$ cat config.mk
export PLATFORM = sky130hd
export DESIGN_NAME = bitmap_page_frame_allocator_top
export DESIGN_NICKNAME = d
export VERILOG_FILES = /design/src/rtl/core/bpfa_pkg.sv /design/src/rtl/core/bpfa_ffs.sv /design/src/rtl/core/bitmap_page_frame_allocator_top.sv
export SDC_FILE = /design/constraint.sdc
export NUM_CORES = 1
export LEC_CHECK = 0
export BUFFER_PORTS_ARGS = -buffer_cell sky130_fd_sc_hd__buf_2
export CAP_MARGIN = 20
export CORE_MARGIN = 10
export CORE_UTILIZATION = 51
export CTS_CLUSTER_DIAMETER = 120
export DETAILED_ROUTE_END_ITERATION = 8
export PLACE_DENSITY = 0.67
export SYNTH_ARGS = -nofsm -noshare
export SYNTH_HDL_FRONTEND = slang
export SYNTH_SLANG_ARGS = --single-unit
$ cat constraint.sdc
create_clock -name clk_i -period 7 [get_ports clk_i]
set_clock_uncertainty 0.05 [all_clocks]
set_input_delay 1.75 -clock clk_i [delete_from_list [all_inputs] [get_ports clk_i]]
set_output_delay 1.75 -clock clk_i [all_outputs]
set_load 0.05 [all_outputs]
$ cat src/rtl/core/bpfa_pkg.sv
// ----------------------------------------------------------------------------
// bpfa_pkg
// Shared constants and types of the bitmap page frame allocator.
// ----------------------------------------------------------------------------
package bpfa_pkg;

  localparam int DEF_PAGE_TOTAL = 256;
  localparam int WORD_BITS      = 32;
  localparam int BIT_W          = 5;

  localparam logic [1:0] REQ_ALLOC = 2'd0;
  localparam logic [1:0] REQ_FREE  = 2'd1;
  localparam logic [1:0] REQ_INIT  = 2'd2;

  // lowest set bit of one map word
  typedef struct packed {
    logic                 found;
    logic [BIT_W-1:0]     idx;
    logic [WORD_BITS-1:0] onehot;
  } bpfa_ffs_t;

endpackage

$ cat src/rtl/core/bpfa_ffs.sv
// ----------------------------------------------------------------------------
// bpfa_ffs
// Find-first-set unit: isolates the lowest set bit of a map word and encodes
// its position.
// ----------------------------------------------------------------------------
module bpfa_ffs
  import bpfa_pkg::*;
(
  input  logic [WORD_BITS-1:0] word_i,
  output bpfa_ffs_t            res_o
);

  logic [WORD_BITS-1:0] onehot;
  logic [BIT_W-1:0]     idx;

  // two's complement trick leaves only the lowest one
  assign onehot = word_i & (~word_i + WORD_BITS'(1));

  always_comb begin
    idx = '0;
    for (int b = 0; b < WORD_BITS; b++) begin
      for (int k = 0; k < BIT_W; k++) begin
        idx[k] = idx[k] | (onehot[b] & b[k]);
      end
    end
  end

  assign res_o.found  = |word_i;
  assign res_o.idx    = idx;
  assign res_o.onehot = onehot;

endmodule

$ cat src/rtl/core/bitmap_page_frame_allocator_top.sv
// ----------------------------------------------------------------------------
// bitmap_page_frame_allocator_top
// First-fit page allocator over a free bitmap held in a word-wide memory,
// with a free page counter and a reserved low region set by os_pages.
// ----------------------------------------------------------------------------
//  channel   direction  signals                               handshake
//  request   in         req_type_i, page_i                    start_i & !busy_o
//  result    out        alloc_page_o, ok_o, free_count_o      done_o, one cycle
//  config    in         os_pages_i                            os_pages_we_i
//
//  Allocate reads map words from word 0 up, one word examined a cycle
//  through the find-first unit, limited by the single map read port, and
//  stops at the first hit; a full miss reads every word. Free: one
//  read-modify-write while busy. Init: one word written a cycle. Empty alloc,
//  bad free and unknown requests answer in the next cycle without going busy.
//  After reset the map is filled by the same sweep while busy_o is high.
//  The receiver cannot stall; done_o lasts one cycle.
// ----------------------------------------------------------------------------
module bitmap_page_frame_allocator_top
  import bpfa_pkg::*;
#(
  parameter int PAGE_TOTAL = DEF_PAGE_TOTAL
) (
  input  logic       clk_i,
  input  logic       rst_ni,
  input  logic       os_pages_we_i,
  input  logic [8:0] os_pages_i,
  input  logic       start_i,
  output logic       busy_o,
  input  logic [1:0] req_type_i,
  input  logic [7:0] page_i,
  output logic       done_o,
  output logic [7:0] alloc_page_o,
  output logic       ok_o,
  output logic [8:0] free_count_o
);

  localparam int MAP_WORDS = (PAGE_TOTAL + WORD_BITS - 1) / WORD_BITS;
  localparam int WW        = (MAP_WORDS > 1) ? $clog2(MAP_WORDS) : 1;
  localparam int CW        = $clog2(PAGE_TOTAL + 1);
  localparam int FW        = (CW > 9) ? CW : 9;
  localparam logic [WW-1:0] LAST_WORD = WW'(MAP_WORDS - 1);
  localparam logic [CW-1:0] CNT_MAX   = CW'(PAGE_TOTAL);

  localparam logic [1:0] ST_IDLE = 2'd0;
  localparam logic [1:0] ST_INIT = 2'd1;
  localparam logic [1:0] ST_SCAN = 2'd2;
  localparam logic [1:0] ST_FREE = 2'd3;

  logic [1:0]           state_q, state_d;
  logic [WW-1:0]        idx_q, idx_d;
  logic [BIT_W-1:0]     bit_q, bit_d;
  logic [FW-1:0]        first_q, first_d;
  logic                 report_q, report_d;
  logic [CW-1:0]        cnt_q, cnt_d;
  logic [8:0]           os_pages_q;
  logic                 done_q, done_d;
  logic                 ok_q, ok_d;
  logic [7:0]           page_q, page_d;

  logic [WORD_BITS-1:0] mem [MAP_WORDS];
  logic [WORD_BITS-1:0] rdata_q;
  logic [WW-1:0]        raddr;
  logic                 we;
  logic [WORD_BITS-1:0] wdata;
  logic [WORD_BITS-1:0] init_word;

  logic                 accept;
  logic [FW-1:0]        os_ext;
  logic [FW-1:0]        first_new;
  logic [WW+2:0]        page_word_ext;
  logic [WW+12:0]       grant_ext;
  logic [CW+8:0]        cnt_ext;
  logic [WW+BIT_W-1:0]  pg;
  bpfa_ffs_t            ffs;

  bpfa_ffs u_ffs (
    .word_i (rdata_q),
    .res_o  (ffs)
  );

  assign accept        = start_i & ~busy_o;
  assign os_ext        = FW'(os_pages_q);
  assign first_new     = (os_ext > FW'(PAGE_TOTAL)) ? FW'(PAGE_TOTAL) : os_ext;
  assign page_word_ext = {{WW{1'b0}}, page_i[7:5]};
  assign grant_ext     = {8'b0, idx_q, ffs.idx};
  assign cnt_ext       = {9'b0, cnt_q};

  // free bits of the word under the init sweep
  always_comb begin
    init_word = '0;
    pg        = '0;
    for (int b = 0; b < WORD_BITS; b++) begin
      pg = {idx_q, BIT_W'(b)};
      init_word[b] = (pg >= first_q) && (pg < PAGE_TOTAL);
    end
  end

  always_comb begin
    state_d  = state_q;
    idx_d    = idx_q;
    bit_d    = bit_q;
    first_d  = first_q;
    report_d = report_q;
    cnt_d    = cnt_q;
    done_d   = 1'b0;
    ok_d     = 1'b0;
    page_d   = 8'd0;
    raddr    = idx_q;
    we       = 1'b0;
    wdata    = init_word;
    case (state_q)
      ST_IDLE: begin
        if (accept) begin
          case (req_type_i)
            REQ_ALLOC: begin
              raddr = '0;
              if (cnt_q == '0) begin
                done_d = 1'b1;
              end else begin
                idx_d   = '0;
                state_d = ST_SCAN;
              end
            end
            REQ_FREE: begin
              if (page_i < PAGE_TOTAL) begin
                raddr   = page_word_ext[WW-1:0];
                idx_d   = page_word_ext[WW-1:0];
                bit_d   = page_i[4:0];
                state_d = ST_FREE;
              end else begin
                done_d = 1'b1;
              end
            end
            REQ_INIT: begin
              first_d  = first_new;
              cnt_d    = CNT_MAX - CW'(first_new);
              idx_d    = '0;
              report_d = 1'b1;
              state_d  = ST_INIT;
            end
            default: begin
              done_d = 1'b1;
            end
          endcase
        end
      end
      ST_INIT: begin
        we    = 1'b1;
        wdata = init_word;
        if (idx_q == LAST_WORD) begin
          done_d  = report_q;
          ok_d    = report_q;
          state_d = ST_IDLE;
        end else begin
          idx_d = idx_q + WW'(1);
        end
      end
      ST_SCAN: begin
        // rdata_q holds word idx_q; prefetch the next one
        raddr = (idx_q == LAST_WORD) ? idx_q : idx_q + WW'(1);
        if (ffs.found) begin
          we      = 1'b1;
          wdata   = rdata_q & ~ffs.onehot;
          cnt_d   = cnt_q - CW'(1);
          done_d  = 1'b1;
          ok_d    = 1'b1;
          page_d  = grant_ext[7:0];
          state_d = ST_IDLE;
        end else if (idx_q == LAST_WORD) begin
          done_d  = 1'b1;
          state_d = ST_IDLE;
        end else begin
          idx_d = idx_q + WW'(1);
        end
      end
      ST_FREE: begin
        we    = 1'b1;
        wdata = rdata_q | (WORD_BITS'(1) << bit_q);
        if (cnt_q != CNT_MAX) begin
          cnt_d = cnt_q + CW'(1);
        end
        done_d  = 1'b1;
        ok_d    = 1'b1;
        state_d = ST_IDLE;
      end
      default: begin
        state_d = ST_IDLE;
      end
    endcase
  end

  always_ff @(posedge clk_i or negedge rst_ni) begin
    if (!rst_ni) begin
      state_q    <= ST_INIT;
      idx_q      <= '0;
      first_q    <= '0;
      report_q   <= 1'b0;
      cnt_q      <= CNT_MAX;
      os_pages_q <= 9'd0;
      done_q     <= 1'b0;
    end else begin
      state_q  <= state_d;
      idx_q    <= idx_d;
      first_q  <= first_d;
      report_q <= report_d;
      cnt_q    <= cnt_d;
      done_q   <= done_d;
      if (os_pages_we_i) begin
        os_pages_q <= os_pages_i;
      end
    end
  end

  always_ff @(posedge clk_i) begin
    bit_q  <= bit_d;
    ok_q   <= ok_d;
    page_q <= page_d;
  end

  always_ff @(posedge clk_i) begin
    if (we) begin
      mem[idx_q] <= wdata;
    end
    rdata_q <= mem[raddr];
  end

  assign busy_o       = (state_q != ST_IDLE);
  assign done_o       = done_q;
  assign ok_o         = ok_q;
  assign alloc_page_o = page_q;
  assign free_count_o = cnt_ext[8:0];

  a_cnt_range : assert property (@(posedge clk_i) disable iff (!rst_ni)
    cnt_q <= CNT_MAX)
    else $error("free count above page total");

  a_write_busy : assert property (@(posedge clk_i) disable iff (!rst_ni)
    we |-> busy_o)
    else $error("map written while idle");

  a_fail_zero : assert property (@(posedge clk_i) disable iff (!rst_ni)
    (done_o && !ok_o) |-> (alloc_page_o == 8'd0))
    else $error("failed beat carries a page");

  a_alloc_dec : assert property (@(posedge clk_i) disable iff (!rst_ni)
    (state_q == ST_SCAN && ffs.found) |=> (cnt_q == $past(cnt_q) - CW'(1)) && done_o)
    else $error("grant did not drop the count");

  a_scan_idx : assert property (@(posedge clk_i) disable iff (!rst_ni)
    (state_q == ST_SCAN || state_q == ST_INIT) |-> (idx_q <= LAST_WORD))
    else $error("word index past the map");

endmodule

# ---- Yosys cells after proc, flatten, opt, wreduce, memory -nomap -nowiden
# Memory sizes are Yosys's and may differ from the RTL's. A register that Yosys moved wholly into a read port is not among the register bits.
# Cells that the tools add are included.
# Widths: inputs -> output; s select.
dict set report word_totals {
  wordCells 196
  ram_bits 256
  register_bits 48
  output_inout_bits 20
  n_memories 1
}
# memory words word_bits read_ports rd_clocked_by_memory_dff write_ports line
set memory_table {}
lappend memory_table {mem 8 32 1 1 1 bitmap_page_frame_allocator_top.sv:61} ;# logic [WORD_BITS-1:0] mem [MAP_WORDS];
dict set report classes {
  n_mux 35
  n_shift 1
  n_eq_ne 14
  n_lt_le_gt_ge 33
  reduce_logical 15
  n_bitwise 82
  add_sub_neg 5
}
# cell n
set op_table {}
lappend op_table {{$ge 8x9->1} 32}
lappend op_table {{$or 1x1->1} 75}
lappend op_table {{$and 32x32->32} 2}
lappend op_table {{$not 32->32} 2}
lappend op_table {{$pmux 32 s2} 1}
lappend op_table {{$mux 9} 5}
lappend op_table {{$add 32x1->32 const B} 1}
lappend op_table {{$mux 32} 1}
lappend op_table {{$or 32x32->32} 1}
lappend op_table {{$reduce_or 32->1} 1}
lappend op_table {{$shl 1x5->32 const A} 1}
lappend op_table {{$pmux 9 s3} 1}
lappend op_table {{$pmux 3 s3} 2}
lappend op_table {{$mux 3} 5}
lappend op_table {{$pmux 3 s2} 2}
lappend op_table {{$reduce_and 5->1} 2}
lappend op_table {{$add 9x1->9 const B} 1}
lappend op_table {{$gt 9x9->1 const B} 1}
lappend op_table {{$logic_not 9->1} 1}
lappend op_table {{$ne 9x9->1 const B} 1}
lappend op_table {{$reduce_and 3->1} 3}
lappend op_table {{$sub 9x1->9 const B} 1}
lappend op_table {{$sub 9x9->9 const A} 1}
lappend op_table {{$mux 1} 8}
lappend op_table {{other kinds (21)} 34}

# ---- Longest topological paths before layout
# Gate-level depths: netlist of run 1.
dict set report logic_depth {
  ltp_word 18
  depth_mapped 11
  ltp_nobuf 9
}

# ---- By module
# Synthesis of run 1 repeated with hierarchy kept, for this count alone.
dict set report unflattened {
  cells_unflattened 1206
  hier_area_um2 15770.1
}
# mod area_each_um2 seq_area_each_um2 n_inst cells_per_inst
set modules_own_cells {}
lappend modules_own_cells {bitmap_page_frame_allocator_top 14975.6 9511.6 1 1081}
lappend modules_own_cells {bpfa_ffs 794.5 0.0 1 125}

# ---- Worst setup path after synthesis of run 1
# Ideal clock, no wire load.
dict set report synth_path {
  path_type {flip-flop to flip-flop}
  startpoint {reg state_q[0]}
  endpoint {mem mem[0][0], enable pin}
  slack_ns 2.222
  path_buffers 1
  required_time_ns 6.449
  setup_ns 0.501
  period_less_slack_ns 4.778
  t_arrival_ns 4.226
  path_stages_with_launch 5
  path_cell_list {dfstp_2 inv_1 ha_1 buf_1 nor4_1}
}
dict set report synth_via {
  elab_chain_len 5
  word_cells_on_any_way 7
  cone_classes {3 x eq/ne; 3 x mux; 1 x reduce/logical}
}
# element line
set synth_lines {}
lappend synth_lines {{start: declaration} bitmap_page_frame_allocator_top.sv:50} ;# logic [1:0] state_q, state_d;
lappend synth_lines {{start signal: assignment} bitmap_page_frame_allocator_top.sv:203} ;# state_q <= state_d;
lappend synth_lines {{$eq 2x2->1 or $eq 2x1->1 (tied branches)} bitmap_page_frame_allocator_top.sv:112} ;# case (state_q)
lappend synth_lines {{$reduce_or 2->1 (no line)} n/a}
lappend synth_lines {{$pmux 1 s2 *} bitmap_page_frame_allocator_top.sv:112}
lappend synth_lines {{$mux 1 *} bitmap_page_frame_allocator_top.sv:222} ;# if (we) begin
lappend synth_lines {{$mux 1 (implied by the code) *} bitmap_page_frame_allocator_top.sv:223} ;# mem[idx_q] <= wdata;
lappend synth_lines {{end: declaration} bitmap_page_frame_allocator_top.sv:61}
# Mark *: on every way between the ends. The rest lies on a longest branch, timed or not.

# ---- Final worst setup path of run 1
dict set report layout_path {
  startpoint {in req_type_i[1]}
  endpoint {reg rdata_q[24] (read register of mem)}
}
dict set report layout_via {
  elab_chain_len 4
  word_cells_on_any_way 5
  cone_classes {1 x eq/ne; 3 x mux; 1 x reduce/logical}
}
# element line
set layout_lines {}
lappend layout_lines {{start: declaration} bitmap_page_frame_allocator_top.sv:30} ;# input logic [1:0] req_type_i,
lappend layout_lines {{$eq 2x1->1 or $logic_not 2->1 (tied branches)} bitmap_page_frame_allocator_top.sv:115} ;# case (req_type_i)
lappend layout_lines {{$pmux 3 s2 *} bitmap_page_frame_allocator_top.sv:115}
lappend layout_lines {{$mux 3 *} bitmap_page_frame_allocator_top.sv:114} ;# if (accept) begin
lappend layout_lines {{$pmux 3 s2 *} bitmap_page_frame_allocator_top.sv:112}
lappend layout_lines {{end: declaration} bitmap_page_frame_allocator_top.sv:62} ;# logic [WORD_BITS-1:0] rdata_q;
# Marked as above.
# A chain may end at the register's enable or synchronous reset.

==> impl_metrics.tcl, run 1 <==
set metrics [dict create \
    setup_tns_ps 0 \
    drv_slew 0 \
    path_clk_slew_ps 60 \
    ys_seq_area_frac 0.624 \
    mostFrequentLayoutCells "edfxtp_1 (261), mux2i_1 (195), o21ai_0 (78)" \
    ctsHoldBuffers 0 \
    rsz0062_at_grt "no" \
    worst_pin_slew_ps 1100 \
    cts_resized 0 \
    power_frac_clock 0.208 \
    drtAntennaViolNets 0 \
    p_int_mw 5.67 \
    swShare 0.382 \
    startpoint_type "primary input" \
    fin_ws_ps 2720 \
    clockBufferDepth 3 \
    async_flop_share 0.101 \
    grt_overflow 0 \
    grt_first_pass_wirelength_um 55300 \
    vias 9717 \
    grt_max_degree 129 \
    wl_um 35500 \
    viasPerCell 6.00 \
    wire_per_inst_um 21.9 \
    drc 0 \
    cts_buffers 36 \
    setup_viol 0 \
    ios 43 \
    pre_cts_ws_ps 2200 \
    clk_latency_ps 530 \
    cts_tree "built" \
    post-dp-hpwl_um 22200 \
    end_kind "flop" \
    drv_cap 0 \
    synthCells 1158 \
    ir_drop_uv 572 \
    die_area_um2 37200 \
    area_growth_pct 12.7 \
    antenna_found_initial 0 \
    switchingPower_mw 3.50 \
    ys_ff_latch 336 \
    worstPathMaxFanout 33 \
    synth.avg_cell_area_um2 13.2 \
    hold_viol 0 \
    gp_congestion 0.927 \
    synthesis.area_um2 15200 \
    crit_type "in -> reg" \
    final_common_cell "edfxtp_1" \
    drt-initial-drc-count 959 \
    antenna_cells 0 \
    cp.required_ps 7350 \
    syn-num-nets 1203 \
    p_leak_nw 6.55 \
    final_nets 1246 \
    cts_sinks 336 \
    seqPwrFrac 0.384 \
    outcome "finished clean" \
    final_layout_size_suffix_gt1_frac 0.153 \
    max_freq_mhz 234 \
    coreArea_um2 29600 \
    timing.hold.ws_ps 426 \
    period_needed_ps 4280 \
    rows 63 \
    die_h_um 193 \
    drt_first_pass_iters 5 \
    yosys_warnings 0 \
    maxSlewHeadroom 0.265 \
    die-width_um 193 \
    p_comb_frac 0.408 \
    postCtsSetupBuffers 0 \
    yosysUniqueCellTypes 65 \
    cp.arrival_ps 4630 \
    io_buffers 42 \
    grtUsageTotal 0.192 \
    synth_edf_count 261 \
    start_util 0.516 \
    cellPowerDensity_nw_per_um2 534 \
    synthFlopType "edfxtp_1" \
    grt_pass1_vias 9730 \
    clock_tree.root_cell "clkbuf_16" \
    cts.htree.levels 2 \
    min_path_type "reg -> reg" \
    min_period_over_period 0.611 \
]
[power by group through the flow]
| stage | clock [mW] | combinational [mW] | sequential [mW] |
|---|---|---|---|
| detailed placement | 0 | 3.71 | 3.55 |
| floorplan | 0 | 2.65 | 3.52 |
| global route | 2.01 | 4.09 | 3.57 |
| global placement | 0 | 3.62 | 3.55 |
| CTS | 1.93 | 3.73 | 3.51 |
| finish | 1.90 | 3.74 | 3.52 |
[per-stage QoR]
step	total power, mW	cells	util	cell area [µm²]
floorplan	6.18	1158	-	15200
global placement	7.17	1549	0.539	15900
detailed placement	7.26	1551	0.540	16000
CTS	9.18	1617	0.581	17200
global route	9.67	1619	0.581	17200
finish	9.17	1619	0.581	17200
[state kept, by name, indices dropped and copies added (netlist names)]
register and cells:
done_o 1, first_q 9, os_ext 9, report_q 1
ok_o 1, alloc_page_o 8, state_q 2, bit_q 5
mem 256, free_count_o 9, rdata_q 32, idx_q 3
[path summary, 6_finish.rpt]
kind,cells after the start,slack (ps),startpoint,to
max,11,2720,req_type_i[1],rdata_q[24]
min,1,430,report_q,report_q
max reg2reg,10,3230,state_q[1],rdata_q[24]
min reg2reg,1,430,report_q,report_q
max in group asynchronous,1,5140,rst_ni,os_ext[6]
min in group asynchronous,1,1260,rst_ni,free_count_o[7]
[synthesized netlist by cell type (all sizes together) (3+ instances only)]
master,number,area [µm²]
mux2i,195,1950
edfxtp,261,7840
o22ai,7,43.8
nand4b,3,41.3
a21o,7,52.6
nor2b,6,37.5
inv,26,97.6
a22oi,6,45.0
a31oi,19,119
nor2,68,255
o21ai,80,400
o311ai,3,26.3
a21oi,60,300
o211ai,16,120
xnor2,5,43.8
nand2b,13,81.3
nor3,24,120
clkbuf,40,150
and2,3,18.8
nand3,25,125
ha,21,263
o31ai,4,30.0
dfxtp,41,821
o221ai,8,70.1
or3,5,31.3
xor2,4,35.0
and3,3,18.8
nand2,65,244
dfrtp,32,801
mux2,41,462
o41ai,4,42.6
nor4,11,118
buf,20,92.6
[worst max-delay path: stages]
cell	delay (ps)
buf_2	120
inv_1	80
ha_1	250
o211ai_1	210
a21boi_0	220
a21o_1	210
a21oi_4	150
buf_4	550
buf_4	620
mux2i_1	150
mux2_2	290
[logic make-up after synthesis]
family,count (synthesis),share of synthesized area
AO/OA/AOI/OAI,234,0.0941
XOR/XNOR,9,0.00517
adder cells (fa/ha/maj),22,0.0186
buffers and inverters,86,0.0223
flip-flops,336,0.624
multiplexers,236,0.158
AND/OR/NAND/NOR,235,0.0773
[metal layers]
metal / vias up / track usage / part of all wire
li1: 4510 / - / -
met1: 4800 / 0.259 / 0.44
met2: 331 / 0.313 / 0.48
met3: 76 / 0.0314 / 0.055
met4: 0 / 0.0552 / 0.023
met5: - / 0 / 0
[layout make-up]
cell class,instances,area [µm²]
well taps,390,488
flip-flops and latches,336,9510
repair buffers,65,394
clock inverters,16,166
fillers,2390,12400
clock buffers,50,1030
inverters,26,97.6
multi-input cells,736,5480
No activity file was read; power rests on OpenSTA's default activity.
==> inputs of run 2 (changes only) <==
--- a/config.mk
+++ b/config.mk
@@ -11,7 +11,7 @@
 export CORE_UTILIZATION = 51
 export CTS_CLUSTER_DIAMETER = 120
 export DETAILED_ROUTE_END_ITERATION = 8
-export PLACE_DENSITY = 0.67
+export PLACE_DENSITY = 0.7
 export SYNTH_ARGS = -nofsm -noshare
 export SYNTH_HDL_FRONTEND = slang
 export SYNTH_SLANG_ARGS = --single-unit
==> constraint.sdc (replaced) <==
create_clock -name clk_i -period 3.6 [get_ports clk_i]
set_clock_uncertainty 0.05 [all_clocks]
set_input_delay 0.9 -clock clk_i [delete_from_list [all_inputs] [get_ports clk_i]]
set_output_delay 0.9 -clock clk_i [all_outputs]
set_load 0.05 [all_outputs]
==> impl_metrics.tcl, run 2 (synthesis results as in run 1) <==
set metrics [dict create \
    outcome "finished clean" \
    final_area_um2 17300 \
    die_h_um 193 \
    post-dp-hpwl_um 22500 \
    fin_ws_ps 368 \
    cp.arrival_ps 3630 \
    end_kind "flop" \
    wire_per_inst_um 21.5 \
    path_clk_slew_ps 60 \
    gp_congestion 0.965 \
    worstPathMaxFanout 11 \
    final_layout_size_suffix_gt1_frac 0.160 \
    top_register "mem" \
    period_needed_ps 3230 \
    rows 63 \
    p_leak_nw 6.62 \
    pre_cts_ws_ps 397 \
    place_area_um2 16200 \
    grt_max_degree 37 \
    drt_first_pass_iters 5 \
    p_total_mw 18.0 \
    area_growth_pct 13.5 \
    cts_buffers 35 \
    antenna_found_initial 0 \
    vias 9765 \
    clockBufferDepth 3 \
    max_freq_mhz 309 \
    setup_viol 0 \
    antenna_cells 0 \
    die-width_um 193 \
    mostFrequentLayoutCells "edfxtp_1 (261), mux2i_1 (195), o21ai_0 (78)" \
    grt_first_pass_wirelength_um 55100 \
    setup_tns_ps 0 \
    drc 0 \
    final_common_cell "edfxtp_1" \
    cts_tree "built" \
    io_buffers 42 \
    rsz0062_at_grt "no" \
    die_area_um2 37200 \
    drtAntennaViolNets 0 \
    clk_latency_ps 510 \
    wl_um 35100 \
    min_path_type "in -> async" \
    fillers 2314 \
    maxSlewHeadroom 0.302 \
    start_util 0.516 \
    postCtsSetupBuffers 0 \
    ir_drop_uv 806 \
    drt-initial-drc-count 938 \
    startpoint_type "flop" \
    grt_pass1_vias 9637 \
    viasPerCell 5.96 \
    regArea_um2 9510 \
    top_regs "mem (256), rdata_q (32)" \
    grtUsageTotal 0.191 \
    min_period_over_period 0.898 \
    cellPowerDensity_nw_per_um2 1040 \
    cts.htree.levels 2 \
    drv_slew 0 \
    drv_cap 0 \
    ctsHoldBuffers 0 \
    grt_overflow 0 \
    coreArea_um2 29600 \
    worst_pin_slew_ps 1050 \
    largest_reg_flops 256 \
    multi_input_area_um2 5480 \
    cp.required_ps 4000 \
    cts_resized 0 \
    final_util 0.585 \
    crit_type "reg -> reg" \
    hold_viol 0 \
    final_nets 1266 \
    cts_sinks 336 \
    ios 43 \
    clock_tree.root_cell "clkbuf_16" \
]
==> run 2: cell count changes in the layout (fill, tap and decap cells not counted), moves of 2 or more <==
| cell | before | now |
|---|---|---|
| buf_12 | 1 | 5 |
| buf_2 | 44 | 42 |
| buf_4 | 19 | 39 |
| clkbuf_1 | 7 | 11 |
| clkbuf_16 | 37 | 35 |
| clkbuf_8 | 6 | 0 |
| clkinv_1 | 2 | 5 |
| clkinv_2 | 7 | 5 |
==> run 2: path summary, 6_finish.rpt <==
check                      depth (start not counted)  slack (ps)         endpoint        from
hold / removal                                     1         420         idx_q[0]      rst_ni
max in group asynchronous                          1        2570        os_ext[3]      rst_ni
setup / recovery                                  10         370  free_count_o[8]  state_q[0]
setup reg to reg                                  10         370  free_count_o[8]  state_q[0]
hold reg to reg                                    2         440       first_q[7]  first_q[7]
min in group clk_i                                 2         440       first_q[7]  first_q[7]
==> run 2: power by group <==
part | internal [mW] | switching, mW | total [mW] | leakage, nW
Clock | 2.09 | 1.41 | 3.50 | 0.542
Sequential | 6.15 | 0.717 | 6.86 | 3.12
Combinational | 2.87 | 4.75 | 7.62 | 2.96
==> run 2: metal layers <==
layer | GRT usage | vias up | share of wire
li1 | - | 4537 | -
met1 | 0.260 | 4780 | 0.44
met2 | 0.304 | 379 | 0.46
met3 | 0.0332 | 69 | 0.066
met4 | 0.0605 | 0 | 0.027
met5 | 0 | - | 0
==> run 2: cell type report <==
type / count / area share
flip-flops and latches: 336 / 0.550
inverters: 26 / 0.00564
well taps: 390 / 0.0282
clock buffers: 46 / 0.0530
repair buffers: 86 / 0.0349
multi-input cells: 736 / 0.317
clock inverters: 18 / 0.0114
==> run 2: worst max-delay path, stage by stage (launching register included) <==
cell      delay [ps]
dfstp_2          570
ha_1             400
inv_1            260
buf_4            250
ha_1             370
nand3_1          120
o211ai_1         110
o41ai_1          550
nor4b_1          310
o21ai_0          120
nand3_1           80
==> run 2: metrics by stage <==
step / hold WS, ps / cells
after floorplan: 386 / 1158
after global placement: 408 / 1573
after detailed placement: 425 / 1573
after CTS: 437 / 1637
after global routing: 470 / 1638
final: 421 / 1638
==> inputs of run 3 (changes only) <==
--- a/config.mk
+++ b/config.mk
@@ -14,4 +14,5 @@
 export PLACE_DENSITY = 0.7
 export SYNTH_ARGS = -nofsm -noshare
 export SYNTH_HDL_FRONTEND = slang
+export SYNTH_HIERARCHICAL = 1
 export SYNTH_SLANG_ARGS = --single-unit
==> constraint.sdc (replaced) <==
create_clock -name clk_i -period 2.63 [get_ports clk_i]
set_clock_uncertainty 0.05 [all_clocks]
set_input_delay 0.6575 -clock clk_i [delete_from_list [all_inputs] [get_ports clk_i]]
set_output_delay 0.6575 -clock clk_i [all_outputs]
set_load 0.05 [all_outputs]
==> impl_metrics.tcl, run 3 <==
set metrics [dict create \
    drv_slew 0 \
    placed_cells 1753 \
    worstPathMaxFanout 8 \
    period_needed_ps 2930 \
    grt_overflow 0 \
    worst_pin_slew_ps 800 \
    area_growth_pct 26.4 \
    cts.htree.levels 2 \
    post-dp-hpwl_um 27800 \
    min_path_type "in -> async" \
    io_buffers 42 \
    pre_cts_ws_ps -424 \
    coreArea_um2 30600 \
    clock_tree.root_cell "clkbuf_16" \
    final_layout_size_suffix_gt1_frac 0.314 \
    wl_um 40700 \
    final_common_cell "edfxtp_1" \
    setup_viol 525 \
    end_kind "flop" \
    max_freq_mhz 341 \
    synthesis.area_um2 15800 \
    grt_first_pass_wirelength_um 61700 \
    synthFlopType "edfxtp_1" \
    vias 10922 \
    top_regs "mem (256), rdata_q (32)" \
    drv_cap 0 \
    path_clk_slew_ps 60 \
    cts_tree "built" \
    antenna_found_initial 1 \
    cts_buffers 35 \
    synth_top_cell_area_share 0.497 \
    drtAntennaViolNets 0 \
    startpoint_type "flop" \
    die-width_um 196 \
    ios 43 \
    die_area_um2 38400 \
    synth_area_leaders "edfxtp_1 (50%), mux2i_1 (13%), dfxtp_1 (5.2%), dfrtp_1 (5.1%), mux2_2 (3.1%)" \
    final_nets 1465 \
    yosysUniqueCellTypes 82 \
    final_cells 1843 \
    clockBufferDepth 3 \
    setup_tns_ps -85800 \
    clk_latency_ps 520 \
    async_flop_share 0.101 \
    cp.required_ps 2900 \
    ys_ff_latch 336 \
    yosys_warnings 6 \
    fin_ws_ps -300 \
    ys_seq_area_frac 0.603 \
    mostFrequentLayoutCells "edfxtp_1 (261), mux2i_1 (198), buf_4 (127)" \
    viasPerCell 5.93 \
    ir_drop_uv 1080 \
    rows 64 \
    wire_per_inst_um 22.1 \
    grt_max_degree 35 \
    synth_edf_count 261 \
    synthCells 1206 \
    start_util 0.516 \
    syn-num-nets 1252 \
    maxSlewHeadroom 0.466 \
    yosysMostFrequentCell "edfxtp_1" \
    crit_type "reg -> reg" \
    drc 0 \
    drt-initial-drc-count 961 \
    min_period_over_period 1.11 \
    synth.largest_area_cell "edfxtp_1" \
    p_leak_nw 7.79 \
    top_register "mem" \
    cellPowerDensity_nw_per_um2 1490 \
    largest_reg_flops 256 \
    synth.avg_cell_area_um2 13.1 \
    gp_congestion 0.993 \
    violations "setup timing" \
    cts_sinks 336 \
    grtUsageTotal 0.204 \
    synthTopCellsByCount "edfxtp_1 (261), mux2i_1 (198), nor2_1 (81)" \
    die_h_um 196 \
    drt_first_pass_iters 5 \
    cp.arrival_ps 3200 \
    grt_pass1_vias 10769 \
    rsz0062_at_grt "yes" \
    hold_viol 0 \
    outcome "finished, violations left" \
]
[run 3: cell count changes after synthesis, moves of 12 or more]
| cell | change |
|---|---|
| buf_4 | +14 |
| inv_1 | +13 |
| nand2_1 | -22 |
| nor2_1 | +13 |
| o211ai_1 | -12 |
| o21ai_0 | -15 |
[run 3: timing repair]
| action | 4_1_cts | 5_1_grt |
|---|---|---|
| pin swaps | 12 | 10 |
| gates resized for setup | 76 | 52 |
| hold buffers | 0 | 0 |
| setup buffers | 12 | 14 |
| cloned | 1 | 3 |
| endpoints found under the setup margin | 510 | 559 |
[run 3: per-stage QoR]
stage / power (mW) / cell area (µm²) / util / hold slack [ps]
finish: 29.8 / 19900 / 0.652 / 170
global route: 31.2 / 19900 / 0.652 / 214
CTS: 29.0 / 19500 / 0.638 / 193
detailed placement: 23.2 / 18000 / 0.588 / 442
global placement: 23.0 / 18000 / 0.587 / 416
floorplan: 17.8 / 16000 / - / 312
[run 3: path summary, 6_finish.rpt]
| path | from | end | slack (ps) | depth (start not counted) |
|---|---|---|---|---|
| min reg2reg | first_q[7] | first_q[7] | 450 | 2 |
| max | rdata_q[16] | mem[2][10] | -300 | 10 |
| max reg2reg | rdata_q[16] | mem[2][10] | -300 | 10 |
| min in group clk_i | page_i[0] | bit_q[0] | 290 | 1 |
| min | rst_ni | done_o | 170 | 1 |
| max in group asynchronous | rst_ni | os_ext[5] | 1840 | 1 |
[run 3: kinds of logic (layout without fill, tap and decap cells)]
family | count (synthesis) | count (layout) | synth area share
buffers and inverters | 101 | 341 | 0.0356
XOR/XNOR | 5 | 5 | 0.00278
other | 0 | 1 | 0
flip-flops | 336 | 336 | 0.603
AO/OA/AOI/OAI | 206 | 206 | 0.0804
multiplexers | 241 | 241 | 0.156
adder cells (fa/ha/maj) | 23 | 23 | 0.0187
AND/OR/NAND/NOR | 294 | 294 | 0.103
[run 3: cell type report]
class                           count  area, µm²
Tap cell                          396        495
Sequential cell                   336       9540
Antenna cell                        1       2.50
Timing Repair Buffer              238       2350
Clock inverter                     18        194
Clock buffer                       46        937
Multi-Input combinational cell    769       6270
Inverter                           39        149
Fill cell                        2270      10700
[run 3: critical path, cell delays in order, from the launching register on]
cell	delay (ps)
dfxtp_2	330
nor4_4	310
buf_4	180
nand4_4	120
nor3_4	140
or3b_4	450
nand2_2	100
o21ai_2	60
or4b_4	550
o22ai_2	170
nand3b_1	260
[run 3: where the power goes]
group,internal (mW),leakage [nW],switching (mW)
clock,2.84,0.545,2.02
sequential,8.42,3.13,0.672
combinational,7.03,4.12,8.77
total,18.3,7.79,11.5
[run 3: routing by layer]
| metal | up-vias | GRT usage | routed length (µm) |
|---|---|---|---|
| met1 | 5410 | 0.265 | 17300 |
| met2 | 404 | 0.329 | 19400 |
| met4 | 0 | 0.0747 | 1320 |
| met5 | - | 0 | 0 |
| li1 | 5021 | - | - |
| met3 | 87 | 0.0418 | 2770 |
